File: src/design/nozzle_clean_auto_drain_sequencer_assert.svh
// Assertion macros for the nozzle clean and auto drain sequencer.
`ifndef NOZZLE_CLEAN_AUTO_DRAIN_SEQUENCER_ASSERT_SVH
`define NOZZLE_CLEAN_AUTO_DRAIN_SEQUENCER_ASSERT_SVH

// Same-cycle implication, checked out of reset.
`define NCAD_ASSERT_NOW(label, ante, cons, msg) \
    label: assert property (@(posedge clk) disable iff (!rst_n) (ante) |-> (cons)) \
        else $error(msg);

// Next-cycle implication, checked out of reset.
`define NCAD_ASSERT_NEXT(label, ante, cons, msg) \
    label: assert property (@(posedge clk) disable iff (!rst_n) (ante) |=> (cons)) \
        else $error(msg);

`endif

File: src/design/ncad_pkg.sv
// Shared types and constants of the nozzle clean and auto drain sequencer.
package ncad_pkg;

    typedef enum logic [1:0] {
        OP_TICK_100MS = 2'd0,
        OP_TICK_1MIN  = 2'd1,
        OP_SET_CLEAN  = 2'd2,
        OP_STOP_CLEAN = 2'd3
    } op_t;

    localparam logic [1:0] VALVE_HOLD  = 2'd0;
    localparam logic [1:0] VALVE_OPEN  = 2'd1;
    localparam logic [1:0] VALVE_CLOSE = 2'd2;

    localparam logic [1:0] MOTOR_NONE  = 2'd0;
    localparam logic [1:0] MOTOR_CLEAN = 2'd1;
    localparam logic [1:0] MOTOR_BIDET = 2'd2;

    localparam logic [2:0] NOZZLE_HOME = 3'd0;
    localparam logic [2:0] NOZZLE_FULL = 3'd5;

    localparam logic [3:0] MOTORS_ALL = 4'hF;

    localparam logic [2:0] STEP_EXTEND_CLEAN  = 3'd0;
    localparam logic [2:0] STEP_RINSE_CLEAN   = 3'd1;
    localparam logic [2:0] STEP_RETRACT_CLEAN = 3'd2;
    localparam logic [2:0] STEP_EXTEND_BIDET  = 3'd3;
    localparam logic [2:0] STEP_RINSE_BIDET   = 3'd4;
    localparam logic [2:0] STEP_RETRACT_BIDET = 3'd5;

    localparam int unsigned ADDR_W = 5;

    localparam logic [2:0] REG_AUTO_DRAIN_EN  = 3'd0;
    localparam logic [2:0] REG_RINSE_ON       = 3'd1;
    localparam logic [2:0] REG_RINSE_OFF      = 3'd2;
    localparam logic [2:0] REG_RINSE_DRAIN    = 3'd3;
    localparam logic [2:0] REG_DRAIN_WAIT     = 3'd4;

    localparam logic [15:0] RST_RINSE_ON    = 16'd100;
    localparam logic [15:0] RST_RINSE_OFF   = 16'd1800;
    localparam logic [15:0] RST_RINSE_DRAIN = 16'd1200;
    localparam logic [15:0] RST_DRAIN_WAIT  = 16'd2879;

    typedef struct packed {
        logic        auto_drain_enable;
        logic [15:0] rinse_ticks_power_on;
        logic [15:0] rinse_ticks_power_off;
        logic [15:0] rinse_ticks_auto_drain;
        logic [15:0] drain_wait_minutes;
    } cfg_t;

    typedef struct packed {
        logic        clean_active;
        logic [15:0] clean_ticks;
        logic [2:0]  clean_step;
        logic        drain_active;
        logic [15:0] drain_minutes;
    } state_t;

    typedef struct packed {
        logic [1:0] opcode;
        logic       start_value;
        logic       power_on;
        logic [3:0] motors_done;
        logic       water_full;
        logic       mode_is_wait;
        logic       seat_occupied;
        logic       sterilize_all_active;
        logic       sterilize_after_active;
        logic       seat_clean_active;
        logic       overflow_error;
    } event_t;

    typedef struct packed {
        logic [1:0]  valve_cmd;
        logic [1:0]  motor_select;
        logic [2:0]  motor_target;
        logic        mode_to_wait;
        logic        clean_running;
        logic [2:0]  step_now;
        logic        drain_triggered;
        logic [15:0] minutes_idle;
    } result_t;

endpackage

File: src/design/nozzle_clean_auto_drain_sequencer.sv
// Top level of the nozzle clean and auto drain sequencer.
//
// Usage:
//   Events (100 ms tick, 1 min tick, clean request, stop request) enter on the
//   in_valid/in_ready channel together with the status bits of the appliance.
//   Every event gives exactly one result item on out_valid/out_ready with the
//   valve and motor commands and the sequencer state after the event.
//   An accepted item lands in the input register; once the result register is
//   free or being read, the step logic updates the state and loads the result
//   register. One item per cycle is taken sustained while out_ready stays high:
//   the state registers feed the step logic of the following item directly.
//   When the receiver stalls, the result register holds its item and the
//   input register holds one more; in_ready falls only when both are full.
//   Reset clears the valid bits, the clean and drain state, and loads the
//   configuration defaults (power-on rinse 100 ticks, power-off rinse 1800,
//   drain rinse 1200, drain wait 2879 minutes, auto drain off).
//   The user must write configuration over the APB port only while no item is
//   in flight (unenforced); an enable register write also clears idle minutes.
module nozzle_clean_auto_drain_sequencer
    import ncad_pkg::*;
(
    input  logic              clk,
    input  logic              rst_n,

    input  logic              psel,
    input  logic              penable,
    input  logic              pwrite,
    input  logic [ADDR_W-1:0] paddr,
    input  logic [31:0]       pwdata,
    output logic [31:0]       prdata,
    output logic              pready,

    input  logic              in_valid,
    output logic              in_ready,
    input  logic [1:0]        opcode,
    input  logic              start_value,
    input  logic              power_on,
    input  logic [3:0]        motors_done,
    input  logic              water_full,
    input  logic              mode_is_wait,
    input  logic              seat_occupied,
    input  logic              sterilize_all_active,
    input  logic              sterilize_after_active,
    input  logic              seat_clean_active,
    input  logic              overflow_error,

    output logic              out_valid,
    input  logic              out_ready,
    output logic [1:0]        valve_cmd,
    output logic [1:0]        motor_select,
    output logic [2:0]        motor_target,
    output logic              mode_to_wait,
    output logic              clean_running,
    output logic [2:0]        step_now,
    output logic              drain_triggered,
    output logic [15:0]       minutes_idle
);

    cfg_t    cfg;
    logic    clear_minutes;

    logic    in_valid_reg;
    event_t  in_reg;
    logic    out_valid_reg;
    result_t out_reg;
    state_t  state_reg;

    state_t  state_next;
    result_t res_next;
    logic    advance;

    ncad_apb_regs u_regs (
        .clk           (clk),
        .rst_n         (rst_n),
        .psel          (psel),
        .penable       (penable),
        .pwrite        (pwrite),
        .paddr         (paddr),
        .pwdata        (pwdata),
        .prdata        (prdata),
        .pready        (pready),
        .cfg           (cfg),
        .clear_minutes (clear_minutes)
    );

    ncad_step u_step (
        .ev      (in_reg),
        .st      (state_reg),
        .cfg     (cfg),
        .st_next (state_next),
        .res     (res_next)
    );

    // Move the held event into the result register when that slot frees up.
    assign advance  = in_valid_reg && (!out_valid_reg || out_ready);
    assign in_ready = !in_valid_reg || advance;

    // Input stage: valid bit under reset, payload captured on accept.
    always_ff @(posedge clk or negedge rst_n)
    begin
        if (!rst_n)
            in_valid_reg <= 1'b0;
        else if (in_ready)
            in_valid_reg <= in_valid;
    end

    always_ff @(posedge clk)
    begin
        if (in_valid && in_ready)
        begin
            in_reg.opcode                 <= opcode;
            in_reg.start_value            <= start_value;
            in_reg.power_on               <= power_on;
            in_reg.motors_done            <= motors_done;
            in_reg.water_full             <= water_full;
            in_reg.mode_is_wait           <= mode_is_wait;
            in_reg.seat_occupied          <= seat_occupied;
            in_reg.sterilize_all_active   <= sterilize_all_active;
            in_reg.sterilize_after_active <= sterilize_after_active;
            in_reg.seat_clean_active      <= seat_clean_active;
            in_reg.overflow_error         <= overflow_error;
        end
    end

    // Sequencer state: advance with each event, clear minutes on enable write.
    always_ff @(posedge clk or negedge rst_n)
    begin
        if (!rst_n)
        begin
            state_reg <= '0;
        end
        else
        begin
            if (advance)
                state_reg <= state_next;
            if (clear_minutes)
                state_reg.drain_minutes <= 16'd0;
        end
    end

    // Result stage: hold while the receiver stalls.
    always_ff @(posedge clk or negedge rst_n)
    begin
        if (!rst_n)
            out_valid_reg <= 1'b0;
        else if (advance)
            out_valid_reg <= 1'b1;
        else if (out_ready)
            out_valid_reg <= 1'b0;
    end

    always_ff @(posedge clk)
    begin
        if (advance)
            out_reg <= res_next;
    end

    assign out_valid       = out_valid_reg;
    assign valve_cmd       = out_reg.valve_cmd;
    assign motor_select    = out_reg.motor_select;
    assign motor_target    = out_reg.motor_target;
    assign mode_to_wait    = out_reg.mode_to_wait;
    assign clean_running   = out_reg.clean_running;
    assign step_now        = out_reg.step_now;
    assign drain_triggered = out_reg.drain_triggered;
    assign minutes_idle    = out_reg.minutes_idle;

`include "nozzle_clean_auto_drain_sequencer_assert.svh"

    `NCAD_ASSERT_NOW(a_step_in_range, 1'b1, state_reg.clean_step <= STEP_RETRACT_BIDET, "clean step out of range")
    `NCAD_ASSERT_NOW(a_stop_clears, out_valid_reg && out_reg.mode_to_wait, !out_reg.clean_running && out_reg.step_now == STEP_EXTEND_CLEAN && !out_reg.drain_triggered, "stop left clean state behind")
    `NCAD_ASSERT_NOW(a_no_move_home, out_valid_reg && out_reg.motor_select == MOTOR_NONE, out_reg.motor_target == NOZZLE_HOME, "motor target without motor")
    `NCAD_ASSERT_NEXT(a_stall_holds_both, in_valid_reg && out_valid_reg && !out_ready, in_valid_reg && out_valid_reg, "stall lost a held item")

endmodule

File: src/design/ncad_apb_regs.sv
// APB configuration registers of the nozzle clean and auto drain sequencer.
module ncad_apb_regs
    import ncad_pkg::*;
(
    input  logic              clk,
    input  logic              rst_n,
    input  logic              psel,
    input  logic              penable,
    input  logic              pwrite,
    input  logic [ADDR_W-1:0] paddr,
    input  logic [31:0]       pwdata,
    output logic [31:0]       prdata,
    output logic              pready,
    output cfg_t              cfg,
    output logic              clear_minutes
);

    cfg_t       cfg_reg;
    logic       wr_en;
    logic [2:0] reg_idx;

    assign pready  = 1'b1;
    assign reg_idx = paddr[ADDR_W-1:2];
    assign wr_en   = psel && penable && pwrite && pready;

    // Any write to the enable register restarts the idle minute count.
    assign clear_minutes = wr_en && (reg_idx == REG_AUTO_DRAIN_EN);
    assign cfg           = cfg_reg;

    always_ff @(posedge clk or negedge rst_n)
    begin
        if (!rst_n)
        begin
            cfg_reg.auto_drain_enable      <= 1'b0;
            cfg_reg.rinse_ticks_power_on   <= RST_RINSE_ON;
            cfg_reg.rinse_ticks_power_off  <= RST_RINSE_OFF;
            cfg_reg.rinse_ticks_auto_drain <= RST_RINSE_DRAIN;
            cfg_reg.drain_wait_minutes     <= RST_DRAIN_WAIT;
        end
        else if (wr_en)
        begin
            case (reg_idx)
                REG_AUTO_DRAIN_EN: cfg_reg.auto_drain_enable      <= pwdata[0];
                REG_RINSE_ON:      cfg_reg.rinse_ticks_power_on   <= pwdata[15:0];
                REG_RINSE_OFF:     cfg_reg.rinse_ticks_power_off  <= pwdata[15:0];
                REG_RINSE_DRAIN:   cfg_reg.rinse_ticks_auto_drain <= pwdata[15:0];
                REG_DRAIN_WAIT:    cfg_reg.drain_wait_minutes     <= pwdata[15:0];
                default:           ;
            endcase
        end
    end

    always_comb
    begin
        case (reg_idx)
            REG_AUTO_DRAIN_EN: prdata = {31'd0, cfg_reg.auto_drain_enable};
            REG_RINSE_ON:      prdata = {16'd0, cfg_reg.rinse_ticks_power_on};
            REG_RINSE_OFF:     prdata = {16'd0, cfg_reg.rinse_ticks_power_off};
            REG_RINSE_DRAIN:   prdata = {16'd0, cfg_reg.rinse_ticks_auto_drain};
            REG_DRAIN_WAIT:    prdata = {16'd0, cfg_reg.drain_wait_minutes};
            default:           prdata = 32'd0;
        endcase
    end

endmodule

File: src/design/ncad_step.sv
// Next-state and result logic for one event of the sequencer.
module ncad_step
    import ncad_pkg::*;
(
    input  event_t  ev,
    input  state_t  st,
    input  cfg_t    cfg,
    output state_t  st_next,
    output result_t res
);

    state_t     nxt;
    logic [1:0] valve;
    logic [1:0] msel;
    logic [2:0] mtgt;
    logic       to_wait;
    logic       drain_ok;

    // Drop a running clean and the drain flag; no effect while idle.
    function automatic state_t stop_clean(input state_t s);
        state_t r;
        r = s;
        if (s.clean_active)
        begin
            r.clean_active  = 1'b0;
            r.clean_ticks   = 16'd0;
            r.clean_step    = STEP_EXTEND_CLEAN;
            r.drain_active  = 1'b0;
            r.drain_minutes = 16'd0;
        end
        return r;
    endfunction

    assign drain_ok = cfg.auto_drain_enable && ev.water_full && ev.power_on &&
                      ev.mode_is_wait && !ev.seat_occupied &&
                      !ev.sterilize_all_active && !ev.sterilize_after_active &&
                      !ev.seat_clean_active && !st.clean_active && !ev.overflow_error;

    always_comb
    begin
        nxt     = st;
        valve   = VALVE_HOLD;
        msel    = MOTOR_NONE;
        mtgt    = NOZZLE_HOME;
        to_wait = 1'b0;
        case (op_t'(ev.opcode))
            OP_TICK_100MS:
            begin
                if (st.clean_active && ev.motors_done == MOTORS_ALL)
                begin
                    if (ev.power_on)
                    begin
                        if (st.clean_ticks != 16'd0)
                        begin
                            nxt.clean_ticks = st.clean_ticks - 16'd1;
                            valve           = VALVE_OPEN;
                        end
                        else
                        begin
                            nxt     = stop_clean(st);
                            to_wait = 1'b1;
                        end
                    end
                    else
                    begin
                        case (st.clean_step)
                            STEP_EXTEND_CLEAN:
                            begin
                                msel           = MOTOR_CLEAN;
                                mtgt           = NOZZLE_FULL;
                                nxt.clean_step = STEP_RINSE_CLEAN;
                            end
                            STEP_RINSE_CLEAN, STEP_RINSE_BIDET:
                            begin
                                if (st.clean_ticks != 16'd0)
                                begin
                                    nxt.clean_ticks = st.clean_ticks - 16'd1;
                                    valve           = VALVE_OPEN;
                                end
                                else
                                begin
                                    nxt.clean_step = st.clean_step + 3'd1;
                                end
                            end
                            STEP_RETRACT_CLEAN:
                            begin
                                msel            = MOTOR_CLEAN;
                                mtgt            = NOZZLE_HOME;
                                valve           = VALVE_CLOSE;
                                nxt.clean_ticks = 16'd0;
                                nxt.clean_step  = STEP_EXTEND_BIDET;
                            end
                            STEP_EXTEND_BIDET:
                            begin
                                msel            = MOTOR_BIDET;
                                mtgt            = NOZZLE_FULL;
                                nxt.clean_ticks = cfg.rinse_ticks_power_off;
                                nxt.clean_step  = STEP_RINSE_BIDET;
                            end
                            STEP_RETRACT_BIDET:
                            begin
                                msel    = MOTOR_BIDET;
                                mtgt    = NOZZLE_HOME;
                                nxt     = stop_clean(st);
                                to_wait = 1'b1;
                            end
                            default: ;
                        endcase
                    end
                end
            end
            OP_TICK_1MIN:
            begin
                if (drain_ok)
                begin
                    if (st.drain_minutes < cfg.drain_wait_minutes)
                    begin
                        nxt.drain_minutes = st.drain_minutes + 16'd1;
                    end
                    else
                    begin
                        // Power is known on here, so load the drain rinse count.
                        nxt.drain_active = 1'b1;
                        nxt.clean_active = 1'b1;
                        nxt.clean_ticks  = cfg.rinse_ticks_auto_drain;
                    end
                end
                else
                begin
                    nxt.drain_minutes = 16'd0;
                end
            end
            OP_SET_CLEAN:
            begin
                nxt.clean_active = ev.start_value;
                if (ev.start_value)
                begin
                    if (!ev.power_on)
                        nxt.clean_ticks = cfg.rinse_ticks_power_off;
                    else if (st.drain_active)
                        nxt.clean_ticks = cfg.rinse_ticks_auto_drain;
                    else
                        nxt.clean_ticks = cfg.rinse_ticks_power_on;
                end
            end
            OP_STOP_CLEAN:
            begin
                nxt     = stop_clean(st);
                to_wait = st.clean_active;
            end
            default: ;
        endcase
    end

    assign st_next             = nxt;
    assign res.valve_cmd       = valve;
    assign res.motor_select    = msel;
    assign res.motor_target    = mtgt;
    assign res.mode_to_wait    = to_wait;
    assign res.clean_running   = nxt.clean_active;
    assign res.step_now        = nxt.clean_step;
    assign res.drain_triggered = nxt.drain_active;
    assign res.minutes_idle    = nxt.drain_minutes;

endmodule

File: config.mk
export PLATFORM = sky130hd
export DESIGN_NAME = nozzle_clean_auto_drain_sequencer
export DESIGN_NICKNAME = d
export VERILOG_FILES = /design/src/design/ncad_pkg.sv /design/src/design/nozzle_clean_auto_drain_sequencer.sv /design/src/design/ncad_apb_regs.sv /design/src/design/ncad_step.sv
export VERILOG_INCLUDE_DIRS = /design/src /design/src/design
export SDC_FILE = /design/constraint.sdc
export NUM_CORES = 1
export LEC_CHECK = 0
export BUFFER_PORTS_ARGS = -buffer_cell sky130_fd_sc_hd__buf_2
export CORE_ASPECT_RATIO = 1.1
export CORE_UTILIZATION = 30
export DETAILED_ROUTE_END_ITERATION = 6
export PLACE_DENSITY = 0.52
export SKIP_LAST_GASP = 1
export SLEW_MARGIN = 20
export SYNTH_ARGS = -nofsm -noshare
export SYNTH_HDL_FRONTEND = slang
export SYNTH_HIERARCHICAL = 1
export SYNTH_SLANG_ARGS = --single-unit
File: constraint.sdc
create_clock -name clk -period 3.2 [get_ports clk]
set_input_delay 0.16 -clock clk [delete_from_list [all_inputs] [get_ports clk]]
set_output_delay 0.16 -clock clk [all_outputs]
set_load 0.05 [all_outputs]
==> qor.yml <==
outcome: "finished, final reports clean"
synth.area.mux_share_pct: 15.03
clk_latency_ns: 0.44
pre_cts_slack_ns: 0.1313
grt_util_all_layers_pct: 18.51
routed.top_layer: "met4"
top_level_ports: 123
dieArea_um2: 33220
fin_setup_tns_ns: 0
root_buffer: "clkbuf_16"
synth-main-ff-cell: "dfrtp_1"
dieHeight_um: 191.1
cts_sinks: 148
wl_met1_mm: 13.16
wl_met2_mm: 15.08
yosysSeqAreaShare_pct: 40.50
cp-start-kind: "flip-flop"
yosysMostFrequentCell: "dfrtp_1"
drive_above_1_share_pct: 29.53
largest_register_ffs: 65
cap_violations: 0
initial_core_util_pct: 30.80
setup_viol_count_final: 0
min_period_ns: 3.073
synth_cells: 948
path_class: "reg -> reg"
grt_pass1_vias: 7845
synth-simple-area-share_pct: 15.16
ys_async_sr_fraction_pct: 70.27
cts_inserted_buffers: 17
die_w_um: 173.9
drtIter0Drc: 622
fin_nets: 1126
min_period_over_period_pct: 96.02
overflow: 0
ys_top_cells_by_area: "dfrtp_1, edfxtp_1, mux2_2"
syn_avg_cell_area_um2: 10.28
grt_pass1_wl_mm: 46.80
layout_setup_ws_ns: 0.1273
synth_xor_area_share_pct: 0.1797
yosysWarnings: 6
wl_met3_mm: 1.464
clockBufferDepth: 2
hpwl_mm: 21.21
worstMarginPinSlew_ns: 0.8877
n_antenna_cell: 0
cts_max_level: 4
synth_edf_count: 44
synth.distinct_cells: 98
tritoncts: "yes"
clkTransAtPathRegs_ns: 0.07
synth_top_family_by_area: "compound AO/OA/AOI/OAI gates"
grt_start_max_net_pins: 62
coreArea_um2: 31650
post_cts_buffers: 0
worstPathArrival_ns: 3.41
synth_top_area_cell: "dfrtp_1"
rsz0062_at_grt: "true"
fillers: 3229
synthTopCellsByCount: "dfrtp_1, nor2_1, o21ai_0"
skew_ns: 0.01532
crit_required_ns: 3.53
drt-total-wl_mm: 30.31
critPathCaptureType: "flip-flop"
area.growth.synth_to_final_pct: 17.22
holdCritPathClass: "in -> reg"
p_per_area_nw_per_um2: 574.9
synth_compound_area_share_pct: 17.76
place_congestion: 0.9456
synthAdderAreaFrac_pct: 3.465
vias_per_cell: 5.386
final_hold_viol_count: 0
synth_top_area_share_pct: 21.56
slew_viol_final: 0
syn_area_um2: 9749
row_count: 68
first_pass_iters: 5
wl_per_cell_um: 20.57
timing.hold.ws_ns: 0.02036
power.leakage_uw: 0.004712
relSlewSlack_pct: 40.82
antenna_left: 0
critPathMaxFanout: 15
num_vias: 7934
max_freq_ghz: 0.3254
antenna_found_initial: 1
io_buffers: 87
drc: 0
synth_seq_cells: 148
peakVddDrop_uv: 318.8
==> what timing repair did <==
item                       in CTS  in global routing
hold endpoints to repair       79                  0
resized for setup               0                  3
setup endpoints to repair       0                  8
hold buffers                   25                  0
==> layer usage <==
layer / up-vias / global-route usage, %
met4: 0 / 6.748
met2: 279 / 31.55
met5: - / 0
met1: 3934 / 23.67
li1: 3682 / -
met3: 39 / 2.784
==> final timing paths <==
path                                                    to  slack, ns                  startpoint  cells past startpoint
worst min-delay path            u_regs/cfg[26]$_DFFE_PN1P_       0.02                  pwdata[10]                      2
min in group asynchronous            out_valid$_DFFE_PN0P_       0.36                       rst_n                      2
worst max-delay path             state_reg[21]$_DFFE_PN0P_       0.13   u_regs/cfg[1]$_DFFE_PN1P_                     10
worst max register to register   state_reg[21]$_DFFE_PN0P_       0.13   u_regs/cfg[1]$_DFFE_PN1P_                     10
max in group asynchronous        u_regs/cfg[8]$_DFFE_PN1P_       1.93                       rst_n                      3
worst min register to register  u_regs/cfg[52]$_DFFE_PN0P_       0.54  u_regs/cfg[52]$_DFFE_PN0P_                      1
==> per-stage QoR <==
step           cell area, um^2  std cells  util (%)  total power (uW)
6_report                 11430       1473     36.11              6570
2_1_floorplan             9806        963         -              3777
4_1_cts                  11420       1473     36.07              6612
3_3_place_gp             10520       1416     33.24              4296
5_1_grt                  11430       1473     36.11              6872
3_5_place_dp             10520       1416     33.24              4310
==> logic make-up after synthesis <==
kind of cell             Yosys count
multiplexers                     123
AND/OR/NAND/NOR                  254
XOR/XNOR                           2
flip-flops                       148
AO/OA/AOI/OAI                    256
adder cells (fa/ha/maj)           27
other                              3
buffers and inverters            135
==> power breakdown <==
part / internal (uW) / switching, uW / leakage (uW)
registers: 2270 / 353 / 0.00173
clock network: 1360 / 884 / 0.000313
logic: 722 / 976 / 0.00267
total: 4360 / 2210 / 0.00471
==> cells in the final DEF, fill, tap and decap left out, types with 4 or more instances in the layout <==
cell | Yosys | final
nand2b_1 | 19 | 19
nor3_1 | 19 | 18
conb_1 | 3 | 18
buf_4 | 45 | 46
a22oi_1 | 8 | 8
mux2i_1 | 35 | 35
a31oi_1 | 21 | 21
dfstp_2 | 20 | 20
mux2_4 | 33 | 33
dlygate4sd3_1 | 0 | 25
and3_1 | 6 | 5
nand2_1 | 44 | 44
clkbuf_16 | 0 | 18
nand3_1 | 13 | 13
nor2_1 | 73 | 73
dfrtp_1 | 84 | 84
mux2_2 | 55 | 55
edfxtp_1 | 44 | 44
and2_1 | 6 | 6
a221o_1 | 20 | 20
a32oi_1 | 4 | 4
nand4b_1 | 17 | 17
buf_2 | 15 | 86
ha_1 | 27 | 27
inv_1 | 34 | 34
o21ai_0 | 63 | 63
a221oi_1 | 5 | 5
or3_1 | 6 | 6
o31ai_1 | 7 | 7
a21o_1 | 9 | 9
bufinv_16 | 0 | 4
a41oi_1 | 4 | 4
a21oi_1 | 57 | 57
a221o_2 | 5 | 5
a211oi_1 | 9 | 8
o21ai_1 | 4 | 4
nand4_1 | 8 | 8
==> layout make-up <==
cell class                 instances  area, um^2  area share [%]
clock buffer                      18       450.4           3.941
timing repair buffer             159        1066           9.328
sequential                       148        3949           34.55
clock inverter                    14       195.2           1.708
tap                              420       525.5           4.598
inverter                          34       127.6           1.117
multi-input combinational        680        5115           44.76
==> critical path, cell delays in order, from the launching register on <==
cell	delay, ns
dfstp_2	0.55
inv_1	0.09
ha_1	0.30
a2111o_1	0.38
a32oi_2	0.31
a31oi_2	0.15
buf_12	0.18
a221o_1	0.36
a41o_1	0.24
nor3b_2	0.14
mux2_2	0.25
(Power assumes the default switching activity.)
